File: src/rtl/scsa_pkg.sv
`timescale 1ns / 1ps
package scsa_pkg;

  localparam int unsigned OFFSET_BITS_DEF       = 16;
  localparam int unsigned PAGE_BYTES_DEF        = 4096;
  localparam int unsigned NUM_CLASSES_DEF       = 10;
  localparam int unsigned PAGE_HEADER_BYTES_DEF = 16;
  localparam int unsigned SLAB_HEADER_BYTES_DEF = 256;

  localparam int unsigned MIN_CLASS_BYTES  = 16;
  localparam int unsigned MIN_CLASS_SHIFT  = 4;
  localparam int unsigned MAX_CLASS_BYTES  = 8192;
  localparam int unsigned BITMAP_ITEM_CAP  = 8192;
  localparam int unsigned CLS_IDX_W        = 4;
  localparam int unsigned LINK_ADDR_W      = 13;
  localparam int unsigned OFF_W            = 16;
  localparam int unsigned CFG_DATA_W       = 17;
  localparam int unsigned REGION_START_RST = 0;
  localparam int unsigned REGION_SIZE_RST  = 65536;

  localparam logic FUNC_ALLOC = 1'b0;
  localparam logic FUNC_FREE  = 1'b1;

  localparam logic CFG_REGION_START = 1'b0;
  localparam logic CFG_REGION_SIZE  = 1'b1;

  typedef enum logic [1:0] {
    ST_IDLE,
    ST_EXEC,
    ST_POP,
    ST_CARVE
  } state_e;

  typedef struct packed {
    logic                   valid;
    logic [CLS_IDX_W-1:0]   idx;
  } cls_t;

  typedef struct packed {
    logic                   we;
    logic                   re;
    logic [LINK_ADDR_W-1:0] addr;
    logic [OFF_W-1:0]       wdata;
  } mem_req_t;

  // bytes in front of the first chunk of a page of class k
  function automatic int unsigned carve_payload(int unsigned k, int unsigned page,
                                                int unsigned ph);
    int unsigned items;
    items = (page - ph) >> (k + MIN_CLASS_SHIFT);
    if (items > BITMAP_ITEM_CAP) items = BITMAP_ITEM_CAP;
    return ph + ((items + 7) >> 3);
  endfunction

  // chunks per page of class k
  function automatic int unsigned carve_cap(int unsigned k, int unsigned page,
                                            int unsigned ph);
    int unsigned payload;
    payload = carve_payload(k, page, ph);
    return (payload < page) ? ((page - payload) >> (k + MIN_CLASS_SHIFT)) : 0;
  endfunction

endpackage

File: src/rtl/scsa_class.sv
`timescale 1ns / 1ps
module scsa_class #(
  parameter int unsigned NUM_CLASSES = scsa_pkg::NUM_CLASSES_DEF
) (
  input  logic [15:0]     size_bytes_i,
  output scsa_pkg::cls_t  cls_o
);

  logic [16:0] size_r8;

  always_comb begin
    size_r8 = ({1'b0, size_bytes_i} + 17'd7) & ~17'd7;
    cls_o   = '0;
    for (int k = NUM_CLASSES - 1; k >= 0; k--) begin
      if (size_r8 <= 17'(scsa_pkg::MIN_CLASS_BYTES << k) &&
          size_r8 <= 17'(scsa_pkg::MAX_CLASS_BYTES)) begin
        cls_o.valid = 1'b1;
        cls_o.idx   = scsa_pkg::CLS_IDX_W'(k);
      end
    end
  end

endmodule

File: config.mk
export PLATFORM = sky130hd
export DESIGN_NAME = scsa_class
export DESIGN_NICKNAME = d
export VERILOG_FILES = /design/src/rtl/scsa_pkg.sv /design/src/rtl/scsa_class.sv
export SDC_FILE = /design/constraint.sdc
export NUM_CORES = 1
export LEC_CHECK = 0
export BUFFER_PORTS_ARGS = -buffer_cell sky130_fd_sc_hd__buf_4
export CAP_MARGIN = 10
export CORE_AREA = 3 3 40 42
export DETAILED_ROUTE_END_ITERATION = 8
export DIE_AREA = 0 0 43 45
export PLACE_DENSITY_LB_ADDON = 0.08
export SYNTH_ARGS = -nofsm -noshare
export SYNTH_HDL_FRONTEND = slang
export SYNTH_SLANG_ARGS = --single-unit
export TNS_END_PERCENT = 50
File: constraint.sdc
create_clock -name vclk -period 3.7
set_input_delay 0.74 -clock vclk [all_inputs]
set_output_delay 0.74 -clock vclk [all_outputs]
set_load 0.02 [all_outputs]
Yosys cells after proc, flatten, opt, wreduce, memory -nomap -nowiden
Index checks and enable logic that the tools add are counted.
Widths: inputs -> output; s select.
{"block": "totals", "register_bits": 0, "word_cells": 30}
{"block": "op_classes", "addsub": 1, "magnitude_cmp": 10, "muxes": 10, "n_reduce_logical": 9}
{"op": "$mux 5", "count": 10}
{"op": "$add 16x3->17 const B", "count": 1}
{"op": "$le 17x10->1 const B", "count": 1}
{"op": "$le 17x11->1 const B", "count": 1}
{"op": "$le 17x12->1 const B", "count": 1}
{"op": "$le 17x13->1 const B", "count": 1}
{"op": "$le 17x14->1 const B", "count": 1}
{"op": "$le 17x5->1 const B", "count": 1}
{"op": "$le 17x6->1 const B", "count": 1}
{"op": "$le 17x7->1 const B", "count": 1}
{"op": "$le 17x8->1 const B", "count": 1}
{"op": "$le 17x9->1 const B", "count": 1}
{"op": "$logic_and 1x1->1", "count": 9}

Logic depth before layout (Yosys ltp)
{"block": "depth", "word_depth": 12, "depth_mapped": 5, "depth_no_buf": 5}

Worst setup path before layout
Ideal clock, no wire load.
{"block": "synth_path", "path_kind": "in2out", "from": "in size_bytes_i[3]", "to": "out cls_o[0] (netlist name)", "t_arrival_ns": 2.252, "required_ns": 2.960, "path_slack_ns": 0.708, "stages": 5, "n_path_buf": 0, "cell_sequence": "nor4_4 -> nand3_2 -> o41ai_2 -> nand2_1 -> nor4_1"}
{"element": "from (decl)", "line": "scsa_class.sv:5", "source": "input logic [15:0] size_bytes_i,"}
{"element": "to (decl)", "line": "scsa_class.sv:6", "source": "output scsa_pkg::cls_t cls_o"}

==> impl_summary.log <==
INFO  metric pwr-share-comb = 100.0%
INFO  metric setup.worst_path.class = in -> out
INFO  metric yosys.cell_types.count = 23
INFO  metric detail_route.drc_violations = 0
INFO  metric synth_top_area_cell = sky130_fd_sc_hd__nor4_4
INFO  metric routed_wire_length_per_instance = 10.3 um
INFO  metric wl = just under 900 um
INFO  metric mappedNetlistArea = 323 sq um
INFO  metric timing.fmax = 0.336 GHz
INFO  metric layout.filler_cells = 141
INFO  metric worst_setup_path_endpoint = cls_o[0]
INFO  metric grt_pass1_vias = ~370
INFO  metric buffer_ports.inserted = 21
INFO  metric final-hold-violation-count = 0
INFO  metric synth.area.top_cells = sky130_fd_sc_hd__nor4_4, sky130_fd_sc_hd__a21oi_1, sky130_fd_sc_hd__nor3_1
INFO  metric floorplan.core_area = between 1000 and 1500 sq um
INFO  metric number_of_nets_still_failing_antenna_checks_after_routing = 0
INFO  metric cellPowerDensity = 82.6 nW/um^2
INFO  metric initial_core_utilization = between 20% and 30%
INFO  metric count_of_tritonroute_iterations_in_the_first_routing_pass = 4
INFO  metric vias_per_cell = 4.99
INFO  metric required = 2960 ps
INFO  metric sw_frac_of_total = 51.1%
INFO  metric maxCapViolCount = 0
INFO  metric synthesized_instance_count = 49
INFO  metric dieWidth = 43 um
INFO  metric globalRouteTotalUtil = 9.37%
INFO  metric synth_seq_area_share = 0%
INFO  metric synth.avg_cell_area = 6.59 sq um
INFO  metric pre_cts_ws = 733 ps
INFO  metric ff_latch_area = 0 sq um
INFO  metric dpl.hpwl = 755 um
INFO  metric endpoint_kind = output pin
INFO  metric layout_common_cells = sky130_fd_sc_hd__buf_4, sky130_fd_sc_hd__nor2_1, sky130_fd_sc_hd__nor3_1, sky130_fd_sc_hd__nand2_1, sky130_fd_sc_hd__a21oi_1
INFO  metric hold_path.startpoint = size_bytes_i[9]
INFO  metric io_pins = 21
INFO  metric area_growth = 54.7%
INFO  metric synth_largest_type_area_fraction = approximately an eighth
INFO  metric layout.cells.most_common = sky130_fd_sc_hd__buf_4
INFO  metric final_nets = 88
INFO  metric placed_area = ~500 sq um
INFO  metric grt_start_max_net_pins = 10
INFO  metric p_int = about 20 uW
INFO  metric gp_congestion = 0.771
INFO  metric multiInputGateArea = 315 sq um
INFO  metric design.seq.count = 0
INFO  metric nClkBuffers = 0
INFO  metric leakage = just over 0.2 nW
INFO  metric die_height = about 45 um
INFO  metric post_cts_resize_count = 0
INFO  metric fin_tns_setup = 0 ps
INFO  metric final_layout_size_suffix_gt1_share = 41.4%
INFO  metric proportion_of_power_drawn_by_the_clock_network = 0%
INFO  metric finish.instance_area = 499 sq um
INFO  metric synthesized_netlist_net_count = 65
INFO  metric dr.first_iter.drc_count = 6
INFO  metric critical_path_arrival = between 2000 and 2500 ps
INFO  metric vdd_drop_max = 0.0245 mV
INFO  metric remaining_global_route_overflow = 0
INFO  metric n_antenna_cell = 0
INFO  metric crit_path_start_kind = input port
INFO  metric via_count = around 420
INFO  metric placementRows = 13
INFO  metric startpoint = size_bytes_i[9]
INFO  metric seqPwrFrac = 0%
INFO  metric setup-violations-final = 0
INFO  metric cts.hold.buffers_added = 0
INFO  metric minimum_clock_period = 2980 ps
INFO  metric grt_setup_unrepaired = false
INFO  metric worstHoldPathType = in -> out
INFO  metric post-cts-setup-buffer-count = 0
INFO  metric final.setup.worst_slack = 721 ps
INFO  metric min_period_over_period = 80.5%
INFO  metric result_of_the_run = finished clean
INFO  metric critical_path_peak_fanout = 5
INFO  metric power.net_switching = 21.1 uW
INFO  metric timing_worst_slew_pin_value = ~400 ps
INFO  metric grt_antenna_before_repair = 0
INFO  metric ys.warnings.count = 0
INFO  metric max-slew-margin-rel = 73.4%
INFO  metric grt_pass1_wl = 1530 um
INFO  metric slew_viol_final = 0
INFO  metric fp.dieArea = 1940 sq um
==> routing by layer <==
layer | track usage [%] | up-vias | part of all wire [%]
li1 | - | 232 | -
met1 | 15.7 | 179 | 51
met2 | 13.5 | 13 | 41
met3 | 0.797 | 0 | 8.1
met4 | 0 | 0 | 0
met5 | 0 | - | 0
==> power by group through the flow <==
stage               Clock, mW  Combinational, mW  Sequential (mW)
global route                0             0.0457                0
floorplan                   0             0.0147                0
global placement            0             0.0421                0
detailed placement          0             0.0413                0
finish                      0             0.0412                0
CTS                         0             0.0416                0
==> synth_stat cells <==
cell	number
sky130_fd_sc_hd__nand3_2	1
sky130_fd_sc_hd__nor4_1	1
sky130_fd_sc_hd__a21oi_1	5
sky130_fd_sc_hd__and4b_1	1
sky130_fd_sc_hd__and3_2	1
sky130_fd_sc_hd__or2_2	2
sky130_fd_sc_hd__a2bb2oi_1	1
sky130_fd_sc_hd__nor2_1	6
sky130_fd_sc_hd__o21ai_0	4
sky130_fd_sc_hd__a211oi_1	1
sky130_fd_sc_hd__o41ai_2	1
sky130_fd_sc_hd__nand3_1	3
sky130_fd_sc_hd__mux2i_1	1
sky130_fd_sc_hd__a31oi_1	1
sky130_fd_sc_hd__a221oi_1	1
sky130_fd_sc_hd__nor3_1	5
sky130_fd_sc_hd__nor2b_1	2
sky130_fd_sc_hd__inv_1	2
sky130_fd_sc_hd__nand2_1	5
sky130_fd_sc_hd__a21o_1	1
sky130_fd_sc_hd__nor4_4	2
sky130_fd_sc_hd__nor3_4	1
sky130_fd_sc_hd__o22ai_1	1
==> how the worst min path moves through the flow <==
stage / end / slack (ps) / cells after the start
floorplan: cls_o[1] / 1610 / 1
global placement: cls_o[1] / 1800 / 3
detailed placement: cls_o[1] / 1790 / 3
CTS: cls_o[1] / 1800 / 3
global route: cls_o[1] / 1820 / 3
finish: cls_o[1] / 1800 / 3
==> worst max-delay path, cell delays in order <==
cell and delay, ps:
sky130_fd_sc_hd__buf_4 120, sky130_fd_sc_hd__nor3_1 370, sky130_fd_sc_hd__nand3_2 180, sky130_fd_sc_hd__o41ai_2 230
sky130_fd_sc_hd__nand2_1 130, sky130_fd_sc_hd__nor4_1 280, sky130_fd_sc_hd__buf_4 190
==> stage by stage <==
step	std cells	power [mW]	util, %	hold WS, ps
floorplan	49	0.0147	-	1610
global placement	85	0.0421	38.9	1800
detailed placement	85	0.0413	38.9	1790
CTS	85	0.0416	38.9	1800
global route	85	0.0457	38.9	1820
finish	85	0.0412	38.9	1800
==> layout make-up <==
type               instances  area share (%)
multi-input cells         47            63.2
repair buffers            21            31.6
well taps                 15            3.76
inverters                  2            1.50
==> cell families (layout without fill, tap and decap cells) <==
group / after synthesis / after routing / synth area share [%]
mux: 1 / 1 / 3.10
compound gates: 16 / 16 / 33.0
buf+inv: 2 / 23 / 2.33
simple gates: 30 / 30 / 61.6
Power figures use the tool's default switching activity.
