==> config.mk <==
export PLATFORM = sky130hd
export DESIGN_NAME = scsa_ctrl
export DESIGN_NICKNAME = d
export VERILOG_FILES = /design/src/rtl/scsa_pkg.sv /design/src/rtl/scsa_ctrl.sv
export SDC_FILE = /design/constraint.sdc
export NUM_CORES = 1
export LEC_CHECK = 0
export BUFFER_PORTS_ARGS = -buffer_cell sky130_fd_sc_hd__clkbuf_2
export CORE_ASPECT_RATIO = 1.2
export CORE_MARGIN = 5
export CORE_UTILIZATION = 47
export CTS_CLUSTER_DIAMETER = 120
export DETAILED_ROUTE_END_ITERATION = 10
export PLACE_DENSITY = 0.7
export SLEW_MARGIN = 10
export SYNTH_ARGS = -nofsm -noshare
export SYNTH_HDL_FRONTEND = slang
export SYNTH_SLANG_ARGS = --single-unit
export TNS_END_PERCENT = 5
==> constraint.sdc <==
create_clock -name clk_i -period 15.5 [get_ports clk_i]
set_input_delay 0.775 -clock clk_i [delete_from_list [all_inputs] [get_ports clk_i]]
set_output_delay 0.775 -clock clk_i [all_outputs]
set_load 0.01 [all_outputs]
==> src/rtl/scsa_pkg.sv <==
`timescale 1ns / 1ps
package scsa_pkg;

  localparam int unsigned OFFSET_BITS_DEF       = 16;
  localparam int unsigned PAGE_BYTES_DEF        = 4096;
  localparam int unsigned NUM_CLASSES_DEF       = 10;
  localparam int unsigned PAGE_HEADER_BYTES_DEF = 16;
  localparam int unsigned SLAB_HEADER_BYTES_DEF = 256;

  localparam int unsigned MIN_CLASS_BYTES  = 16;
  localparam int unsigned MIN_CLASS_SHIFT  = 4;
  localparam int unsigned MAX_CLASS_BYTES  = 8192;
  localparam int unsigned BITMAP_ITEM_CAP  = 8192;
  localparam int unsigned CLS_IDX_W        = 4;
  localparam int unsigned LINK_ADDR_W      = 13;
  localparam int unsigned OFF_W            = 16;
  localparam int unsigned CFG_DATA_W       = 17;
  localparam int unsigned REGION_START_RST = 0;
  localparam int unsigned REGION_SIZE_RST  = 65536;

  localparam logic FUNC_ALLOC = 1'b0;
  localparam logic FUNC_FREE  = 1'b1;

  localparam logic CFG_REGION_START = 1'b0;
  localparam logic CFG_REGION_SIZE  = 1'b1;

  typedef enum logic [1:0] {
    ST_IDLE,
    ST_EXEC,
    ST_POP,
    ST_CARVE
  } state_e;

  typedef struct packed {
    logic                   valid;
    logic [CLS_IDX_W-1:0]   idx;
  } cls_t;

  typedef struct packed {
    logic                   we;
    logic                   re;
    logic [LINK_ADDR_W-1:0] addr;
    logic [OFF_W-1:0]       wdata;
  } mem_req_t;

  // bytes in front of the first chunk of a page of class k
  function automatic int unsigned carve_payload(int unsigned k, int unsigned page,
                                                int unsigned ph);
    int unsigned items;
    items = (page - ph) >> (k + MIN_CLASS_SHIFT);
    if (items > BITMAP_ITEM_CAP) items = BITMAP_ITEM_CAP;
    return ph + ((items + 7) >> 3);
  endfunction

  // chunks per page of class k
  function automatic int unsigned carve_cap(int unsigned k, int unsigned page,
                                            int unsigned ph);
    int unsigned payload;
    payload = carve_payload(k, page, ph);
    return (payload < page) ? ((page - payload) >> (k + MIN_CLASS_SHIFT)) : 0;
  endfunction

endpackage

==> src/rtl/scsa_ctrl.sv <==
`timescale 1ns / 1ps
module scsa_ctrl #(
  parameter int unsigned OFFSET_BITS       = scsa_pkg::OFFSET_BITS_DEF,
  parameter int unsigned PAGE_BYTES        = scsa_pkg::PAGE_BYTES_DEF,
  parameter int unsigned NUM_CLASSES       = scsa_pkg::NUM_CLASSES_DEF,
  parameter int unsigned PAGE_HEADER_BYTES = scsa_pkg::PAGE_HEADER_BYTES_DEF,
  parameter int unsigned SLAB_HEADER_BYTES = scsa_pkg::SLAB_HEADER_BYTES_DEF
) (
  input  logic               clk_i,
  input  logic               rst_ni,
  input  logic               in_valid_i,
  output logic               in_ready_o,
  input  logic               func_i,
  input  logic [15:0]        chunk_offset_i,
  input  scsa_pkg::cls_t     cls_i,
  output logic               out_valid_o,
  input  logic               out_ready_i,
  output logic [15:0]        alloc_offset_o,
  output logic               ok_o,
  input  logic               cfg_valid_i,
  output logic               cfg_ready_o,
  input  logic               cfg_index_i,
  input  logic [16:0]        cfg_data_i,
  output scsa_pkg::mem_req_t mem_req_o,
  input  logic [15:0]        mem_rdata_i
);

  localparam int unsigned SlotW    = ((OFFSET_BITS > 16) ? 16 : OFFSET_BITS) - 3;
  localparam int unsigned ClsW     = (NUM_CLASSES > 1) ? $clog2(NUM_CLASSES) : 1;
  localparam int unsigned CntW     = $clog2(PAGE_BYTES / 16 + 1);
  localparam int unsigned LimBytes = (OFFSET_BITS >= 16) ? 65536 : (1 << OFFSET_BITS);

  scsa_pkg::state_e state_q, state_d;

  logic        func_q, func_d;
  logic [15:0] off_q, off_d;
  logic [ClsW-1:0] cls_q, cls_d;
  logic        cls_ok_q, cls_ok_d;
  logic [15:0] head_q, head_d;
  logic [15:0] heads_q [NUM_CLASSES];
  logic [15:0] heads_d [NUM_CLASSES];
  logic [16:0] bump_q, bump_d;
  logic [16:0] end_q, end_d;
  logic [15:0] start_q, start_d;
  logic [16:0] size_q, size_d;
  logic [15:0] carve_off_q, carve_off_d;
  logic [15:0] prev_q, prev_d;
  logic [CntW-1:0] cnt_q, cnt_d;
  logic        out_valid_q, out_valid_d;
  logic [15:0] out_off_q, out_off_d;
  logic        out_ok_q, out_ok_d;

  logic [CntW-1:0] cap;
  logic [16:0] payload;
  logic [13:0] item;
  logic [17:0] bump_next;
  logic [17:0] region_sum;
  logic        res_free;
  logic [15:0] cls_head;

  always_comb begin
    cap     = '0;
    payload = '0;
    for (int j = 0; j < NUM_CLASSES; j++) begin
      if (cls_q == ClsW'(j)) begin
        cap     = CntW'(scsa_pkg::carve_cap(j, PAGE_BYTES, PAGE_HEADER_BYTES));
        payload = 17'(scsa_pkg::carve_payload(j, PAGE_BYTES, PAGE_HEADER_BYTES));
      end
    end
  end

  assign item      = 14'(scsa_pkg::MIN_CLASS_BYTES) << cls_q;
  assign bump_next = {1'b0, bump_q} + 18'(PAGE_BYTES);
  assign res_free  = !out_valid_q || out_ready_i;
  assign cls_head  = heads_q[cls_q];

  always_comb begin
    state_d     = state_q;
    func_d      = func_q;
    off_d       = off_q;
    cls_d       = cls_q;
    cls_ok_d    = cls_ok_q;
    head_d      = head_q;
    heads_d     = heads_q;
    bump_d      = bump_q;
    end_d       = end_q;
    start_d     = start_q;
    size_d      = size_q;
    carve_off_d = carve_off_q;
    prev_d      = prev_q;
    cnt_d       = cnt_q;
    out_valid_d = out_valid_q && !out_ready_i;
    out_off_d   = out_off_q;
    out_ok_d    = out_ok_q;
    mem_req_o   = '0;
    region_sum  = '0;

    case (state_q)
      scsa_pkg::ST_IDLE: begin
        if (in_valid_i) begin
          func_d   = func_i;
          off_d    = chunk_offset_i;
          cls_d    = cls_i.idx[ClsW-1:0];
          cls_ok_d = cls_i.valid;
          state_d  = scsa_pkg::ST_EXEC;
        end
      end
      scsa_pkg::ST_EXEC: begin
        if (res_free) begin
          state_d   = scsa_pkg::ST_IDLE;
          out_off_d = '0;
          out_ok_d  = 1'b0;
          if (func_q == scsa_pkg::FUNC_FREE) begin
            out_valid_d = 1'b1;
            if (off_q != '0 && cls_ok_q) begin
              mem_req_o.we    = 1'b1;
              mem_req_o.addr  = scsa_pkg::LINK_ADDR_W'(off_q[3 +: SlotW]);
              mem_req_o.wdata = cls_head;
              heads_d[cls_q]  = off_q;
              out_ok_d        = 1'b1;
            end
          end else if (!cls_ok_q) begin
            out_valid_d = 1'b1;
          end else if (cls_head != '0) begin
            mem_req_o.re   = 1'b1;
            mem_req_o.addr = scsa_pkg::LINK_ADDR_W'(cls_head[3 +: SlotW]);
            head_d         = cls_head;
            state_d        = scsa_pkg::ST_POP;
          end else if (bump_next > {1'b0, end_q}) begin
            out_valid_d = 1'b1;
          end else begin
            bump_d = bump_next[16:0];
            if (cap == '0) begin
              out_valid_d = 1'b1;
            end else begin
              carve_off_d = 16'(bump_q + payload);
              prev_d      = '0;
              cnt_d       = '0;
              state_d     = scsa_pkg::ST_CARVE;
            end
          end
        end
      end
      scsa_pkg::ST_POP: begin
        if (res_free) begin
          heads_d[cls_q] = mem_rdata_i;
          out_valid_d    = 1'b1;
          out_off_d      = head_q;
          out_ok_d       = 1'b1;
          state_d        = scsa_pkg::ST_IDLE;
        end
      end
      scsa_pkg::ST_CARVE: begin
        if (cnt_q != cap - CntW'(1) || res_free) begin
          mem_req_o.we    = 1'b1;
          mem_req_o.addr  = scsa_pkg::LINK_ADDR_W'(carve_off_q[3 +: SlotW]);
          mem_req_o.wdata = prev_q;
          if (cnt_q == cap - CntW'(1)) begin
            // last chunk goes straight out; its link becomes the head
            heads_d[cls_q] = prev_q;
            out_valid_d    = 1'b1;
            out_off_d      = carve_off_q;
            out_ok_d       = 1'b1;
            state_d        = scsa_pkg::ST_IDLE;
          end else begin
            prev_d      = carve_off_q;
            carve_off_d = carve_off_q + 16'(item);
            cnt_d       = cnt_q + CntW'(1);
          end
        end
      end
      default: begin
        state_d = scsa_pkg::ST_IDLE;
      end
    endcase

    if (cfg_valid_i) begin
      if (cfg_index_i == scsa_pkg::CFG_REGION_START) begin
        start_d = cfg_data_i[15:0];
      end else begin
        size_d = cfg_data_i;
      end
      for (int j = 0; j < NUM_CLASSES; j++) begin
        heads_d[j] = '0;
      end
      bump_d     = {1'b0, start_d} + 17'(SLAB_HEADER_BYTES);
      region_sum = {2'b0, start_d} + {1'b0, size_d};
      end_d      = (region_sum > 18'(LimBytes)) ? 17'(LimBytes) : region_sum[16:0];
    end
  end

  always_ff @(posedge clk_i or negedge rst_ni) begin
    if (!rst_ni) begin
      state_q     <= scsa_pkg::ST_IDLE;
      out_valid_q <= 1'b0;
      for (int j = 0; j < NUM_CLASSES; j++) begin
        heads_q[j] <= '0;
      end
      start_q <= 16'(scsa_pkg::REGION_START_RST);
      size_q  <= 17'(scsa_pkg::REGION_SIZE_RST);
      bump_q  <= 17'(scsa_pkg::REGION_START_RST + SLAB_HEADER_BYTES);
      end_q   <= 17'(LimBytes);
    end else begin
      state_q     <= state_d;
      out_valid_q <= out_valid_d;
      heads_q     <= heads_d;
      start_q     <= start_d;
      size_q      <= size_d;
      bump_q      <= bump_d;
      end_q       <= end_d;
    end
  end

  always_ff @(posedge clk_i) begin
    func_q      <= func_d;
    off_q       <= off_d;
    cls_q       <= cls_d;
    cls_ok_q    <= cls_ok_d;
    head_q      <= head_d;
    carve_off_q <= carve_off_d;
    prev_q      <= prev_d;
    cnt_q       <= cnt_d;
    out_off_q   <= out_off_d;
    out_ok_q    <= out_ok_d;
  end

  assign in_ready_o     = (state_q == scsa_pkg::ST_IDLE);
  assign cfg_ready_o    = 1'b1;
  assign out_valid_o    = out_valid_q;
  assign alloc_offset_o = out_off_q;
  assign ok_o           = out_ok_q;

endmodule

### Word-level counts from Yosys, hierarchy flattened

Cells that the tools add are included.

| storage, ports and cells | value |
|---|---|
| word-level logic and storage cells | 219 |
| output and inout bits | 51 |
| flip-flop bits (word level) | 326 |
| input port bits | 61 |

| cells by class | value |
|---|---|
| reductions and logical operators | 25 |
| shift-type cells | 1 |
| $lt $le $gt $ge | 4 |
| mux-type cells | 120 |
| bitwise gates (word level) | 2 |
| equality and inequality tests | 34 |
| add/sub/neg operators | 7 |

Operator list:

| cell | number |
|---|---|
| 160-bit 2-to-1 mux | 7 |
| 16-bit 2-to-1 mux | 34 |
| 160-bit bitwise mux | 3 |
| 160-bit one-hot mux with 3 select lines | 1 |
| 17-bit 2-to-1 mux | 10 |
| 9-bit 2-to-1 mux | 16 |
| 16-bit binary-select mux with 4-bit select | 1 |
| 16-bit demux with 4-bit select | 1 |
| 16-bit one-hot mux with 2 select lines | 2 |
| 29-bit 2-to-1 mux | 2 |
| 29-bit one-hot mux with 2 select lines | 1 |
| 16-bit one-hot mux with 3 select lines | 1 |
| 16-bit nonzero test | 2 |
| 31-bit 2-to-1 mux | 1 |
| 14-bit 2-to-1 mux | 2 |
| 2-bit != test, second input constant | 14 |
| 2-bit 2-to-1 mux | 10 |
| 16-bit by 17-bit adder with 18-bit output | 1 |
| 17-bit by 13-bit adder with 18-bit output, second input constant | 1 |
| 18-bit by 17-bit greater-than comparator with 1-bit output | 1 |
| 18-bit by 17-bit greater-than comparator with 1-bit output, second input constant | 1 |
| 1-bit 2-to-1 mux | 18 |
| 3-bit != test, second input constant | 6 |
| 9-bit one-hot mux with 2 select lines | 1 |
| other kinds (38) | 56 |

### Depth between registers and ports, before layout

| depth | value |
|---|---|
| word-level depth | 19 |
| gate-level depth with buffers | 18 |
| depth with buffers taken out | 13 |

### Worst setup path after synthesis

OpenSTA, ideal clock, no wires.

| timing path | value |
|---|---|
| path kind | reg2reg |
| start | register cls_q[0] |
| end | register carve_off_q[10] (enable) |
| data arrival time | 4.441 ns |
| setup slack | 10.611 ns |
| period minus slack after synthesis | 4.889 ns |
| stages on the path, launching flop included | 11 |
| data required time | 15.052 ns |
| path through | edfxtp_1 > buf_6 > mux4_2 > a22oi_2 > o21ai_1 > or4_4 > nor4_4 > and4_1 > buf_4 > nand4_1 > a22oi_1 |

| between the ends | value |
|---|---|
| elaborated cells between the ends (all ways) | 35 |

RTL lines:

| item | line | RTL |
|---|---|---|
| from (decl) | scsa_ctrl.sv:37 | `logic [ClsW-1:0] cls_q, cls_d;` |
| from (signal assigned) | scsa_ctrl.sv:217 | `cls_q <= cls_d;` |
| 4-bit NOT with 5-bit output (not written as such) | scsa_ctrl.sv:75 | `assign cls_head = heads_q[cls_q];` |
| 16-bit binary-select mux with 4-bit select | scsa_ctrl.sv:75 |  |
| 16-bit 2-to-1 mux (not written as such) (2 in a row) | scsa_ctrl.sv:75 |  |
| via cls_head[11] | scsa_ctrl.sv:59 | `logic [15:0] cls_head;` |
| 16-bit nonzero test | scsa_ctrl.sv:124 | `end else if (cls_head != '0) begin` |
| 2-bit != test (no line) | n/a |  |
| 9-bit AND reduction (no line) | n/a |  |
| to (signal assigned) | scsa_ctrl.sv:220 | `carve_off_q <= carve_off_d;` |
| to (decl) | scsa_ctrl.sv:46 | `logic [15:0] carve_off_q, carve_off_d;` |

The timed path passes the listed nets, and every way through them passes these cells. The select of a mux whose other input is x is not followed.
A chain may end at the register's enable or synchronous reset.

==> metrics list <==
* Final period utilization: 34.19%
* Routed met1 length: 19,290 microns
* Vias after detailed routing: 13,450
- The tree built by TritonCTS fans out to 326 sinks.
- The post-route netlist has 16.60% of its cells at a drive strength greater than 1.
- In the synthesized netlist, the number of instances is 1,663.
- Number of warnings issued by yosys: 0
- The die covers 40,990 sq um.
* Transition time at the pin with the least slew margin: 1259 ps
- Post-layout net count: 1,853
- WL per Instance: 20.90 microns
- Max Buffers Root-to-Sink: 3
* Max Fclk: 188.7 MHz
* Setup TNS after final layout: 0 ps
* Clock-pin slew on the worst setup and hold paths: 60 ps
- Number of buffers added by the clock tree synthesis step: 38
- In this run the worst path has a maximum fanout of 37.
- The detailed router finished its first iteration with 1,440 violations.
- STA puts the critical path data arrival time at 4520 ps.
* Mean Syn Cell Area: 10.47 sq um
* Area growth from synthesis to layout: 12.74%
- Power per unit of standard cell area: 160.3 nW/um^2
- The commonest cells after synthesis are 249 x nor2_1, 227 x dfrtp_1, 135 x a211oi_1.
- Element type at the critical path end: output port
- The total count of hold-check failures in the final report is 0.
- Clock tree from TritonCTS: built
* Maximum ir drop on the vdd rail: 0.00009867 V
* Delay of the slowest cell on the worst path: 600 ps
* Net count after synthesis: 1,784
* Critical Setup Path Class: flop to output port
- Post-CTS setup repair buffer count: 0
* Top cells by area in the synthesized netlist: dfrtp_1 33%, edfxtp_1 17%, a211oi_1 5.8%
* Post-synth top area share: 32.64%
* Antenna violations before repair: 0
* Count of flip-flops with a built-in enable after synthesis: 96
* RePlAce Congestion: 0.9145
- After detailed routing, the met2 layer carries 21,900 microns of wire.
- Number of unique standard cell types used by synthesis: 78
- Gates resized during post-CTS repair numbered 0.
- Minimum clock period: 5299 ps
- In the final layout, flip-flops and latches occupy 8642 sq um.
* Data required time of the critical path: 14,730 ps
* Wire length of the first global-routing pass: 75,480 microns
* Number of hold buffers added after cts: 0
- Summed instance area of the synthesized netlist: 17,400 sq um
* Leakage power total: 8.232 nW
- Final clock skew: 32.80 ps
- Summed over all nets, wire length on met3 after detailed routing comes to 3421 microns.
* Minimum setup slack after placement: 10,340 ps
- Final Max Tran Viols: 0
* Share of synthesized flip-flops with an asynchronous set or reset: 70.55%
* Total gr overflow: 0
- Routed signal wires occupy layers up through met4.
- CTS Root Cell: clkbuf_16
- Max-cap violations in this run came to 0.
- The most common cell in the synthesized netlist is nor2_1.
* Initial Util: 47.41%
- Before antenna repair, the detailed router went through 8 iterations.
- During I/O placement, the number of pins put on the boundary was 112.
- The floorplan has 77 rows.
* Slowest cell on the critical path: buf_4
- In this run the remaining antenna-violating nets after routing total 0.
* Area occupied by multi-input gates: 8046 sq um
- The tightest min-delay check is of the input pin to async pin type.
* Commonest register cell after synthesis: dfrtp_1
* Kind of start point of the critical path: flop
* # diodes: 0
* Vertical die dimension: 220.8 microns
- Setup repair after global routing left no endpoint under its margin.
- Detailed-route vias per instance: 6.024
- Core ar.: 36,710 sq um
* # setup viols final: 0
- Sequence of cells on the critical path: buf_4 -> buf_4 -> mux4_2 -> a22oi_1 -> o21ai_1 -> or4_4 -> nor4_4 -> and4_1 -> nor2_1 -> a21o_1 -> clkbuf_2
- Among the stages of the critical path, the cell type that occurs most often is buf_4.
- Sequential cells were found to cover 49.65% of the synthesized design area.
- Entering global routing, the biggest net connects 96 pins.
- For this run, the total global-route usage over all layers was measured as 22.82%.
- DR DRC count: 0
- Counting flops and latches in the post-synthesis netlist gives 326.
- The die is 185.7 microns wide.
- In this design, the largest share of critical-path delay is due to simple AND/OR/NAND/NOR gates.
* Number of global-route vias before repair: 13,500
- In the post-route analysis, the smallest setup slack over all paths is 10,200 ps.
- Routed wire length: 46,670 microns
* Slew margin rel.: 16.09%
- Count of input and output buffers: 110
* Clock insertion delay at the later pin of the skew report: 560 ps
* Library cell with the largest summed area after synthesis: dfrtp_1
* Critical path buffers and inverters: 3
* HPWL after detailed placement: 31,580 microns
- Fill cell count: 3,174
- The flow ran to the end, and the final reports show no timing, DRC or antenna violations.
- Deepest level of the CTS H-tree: 2
cell usage in the layout (no fill, tap or decap), types with 12 or more instances in the layout:
cell type  netlist  routed
nor3_1          14      14
a21oi_1         88      87
a211oi_1       135     135
nand3_1         16      16
o21ai_0         40      40
nor2b_1         12      12
o21a_1          20      20
dfrtp_1        227     227
inv_1           66      66
mux2i_1         33      33
a22oi_1         16      15
or2_2           14      14
mux4_2          27      27
buf_4            6      36
or2_1           31      31
clkbuf_2         0     108
o22ai_1         16      16
and2_1          21      20
xor2_1          19      19
nand2_1         82      82
ha_1            57      56
nor2_1         249     249
xnor2_1         26      26
mux2_2          28      28
a21o_1          27      27
a22o_1          31      31
clkbuf_16        0      42
edfxtp_1        96      96
routing by layer:
layer  vias up  global-route usage, %
met4         0                  9.076
met5         -                      0
met2       569                  36.46
li1       6196                      -
met3       133                  3.942
met1      6554                  30.99
layout make-up:
cell class                      count  area share, %
Sequential cell                   326          44.04
Multi-Input combinational cell   1154          41.01
Clock buffer                       56          5.981
Timing Repair Buffer              146          4.266
Tap cell                          474          3.023
Inverter                           66          1.263
Clock inverter                     11         0.4145
sequential cells by signal, summed over array words and instances, names as in the netlist, 2 cells and up:
register	count
cls_q	4
start_q	16
prev_q	16
bump_q	17
off_q	16
end_q	17
heads_q	160
carve_off_q	16
size_q	17
state_q	2
alloc_offset_o	16
cnt_q	9
head_q	16
per-stage QoR:
stage                     utilization [%]  power, W  area, sq um  hold WS (ps)  std cells
after floorplan                         -  0.001884        17400         445.6       1663
after global placement              50.03  0.002231        18370         455.0       2166
after detailed placement            50.03  0.002258        18370         463.1       2166
after CTS                           53.45  0.003155        19620         254.0       2233
after global routing                53.45  0.003315        19620         280.9       2233
final                               53.45  0.003145        19620         214.1       2233
path summary, 6_finish.rpt:
path	end	start	slack (ps)	cells past startpoint
setup / recovery	mem_req_o[21]	cls_q[0]$_DFFE_PP_	10200	11
hold / removal	start_q[3]$_DFFE_PN0P_	rst_ni	210	1
setup reg to reg	cnt_q[3]$_SDFFCE_PN0P_	cls_q[0]$_DFFE_PP_	10320	11
hold reg to reg	start_q[4]$_DFFE_PN0P_	start_q[4]$_DFFE_PN0P_	470	1
max in group asynchronous	heads_q[97]$_DFFE_PN0P_	rst_ni	12910	3
min in group clk_i	off_q[15]$_DFFE_PP_	chunk_offset_i[15]	400	1
where the power goes:
part | total, W | leakage, nW | switching (W) | internal, W
logic | 0.00108 | 3.65 | 0.000700 | 0.000378
registers | 0.00118 | 3.96 | 0.000103 | 0.00108
clock network | 0.000887 | 0.623 | 0.000360 | 0.000527
total | 0.00315 | 8.23 | 0.00116 | 0.00198
logic make-up after synthesis:
kind of cell               synth area share [%]
AOI/OAI and AO/OA                         18.25
xor gates and xnor gates                  2.265
adders and majority gates                 4.443
buffers and inverters                     4.385
DFF                                       49.65
muxes                                     7.398
other                                   0.02155
and+or+nand+nor                           13.58
Power figures use the tool's default switching activity.
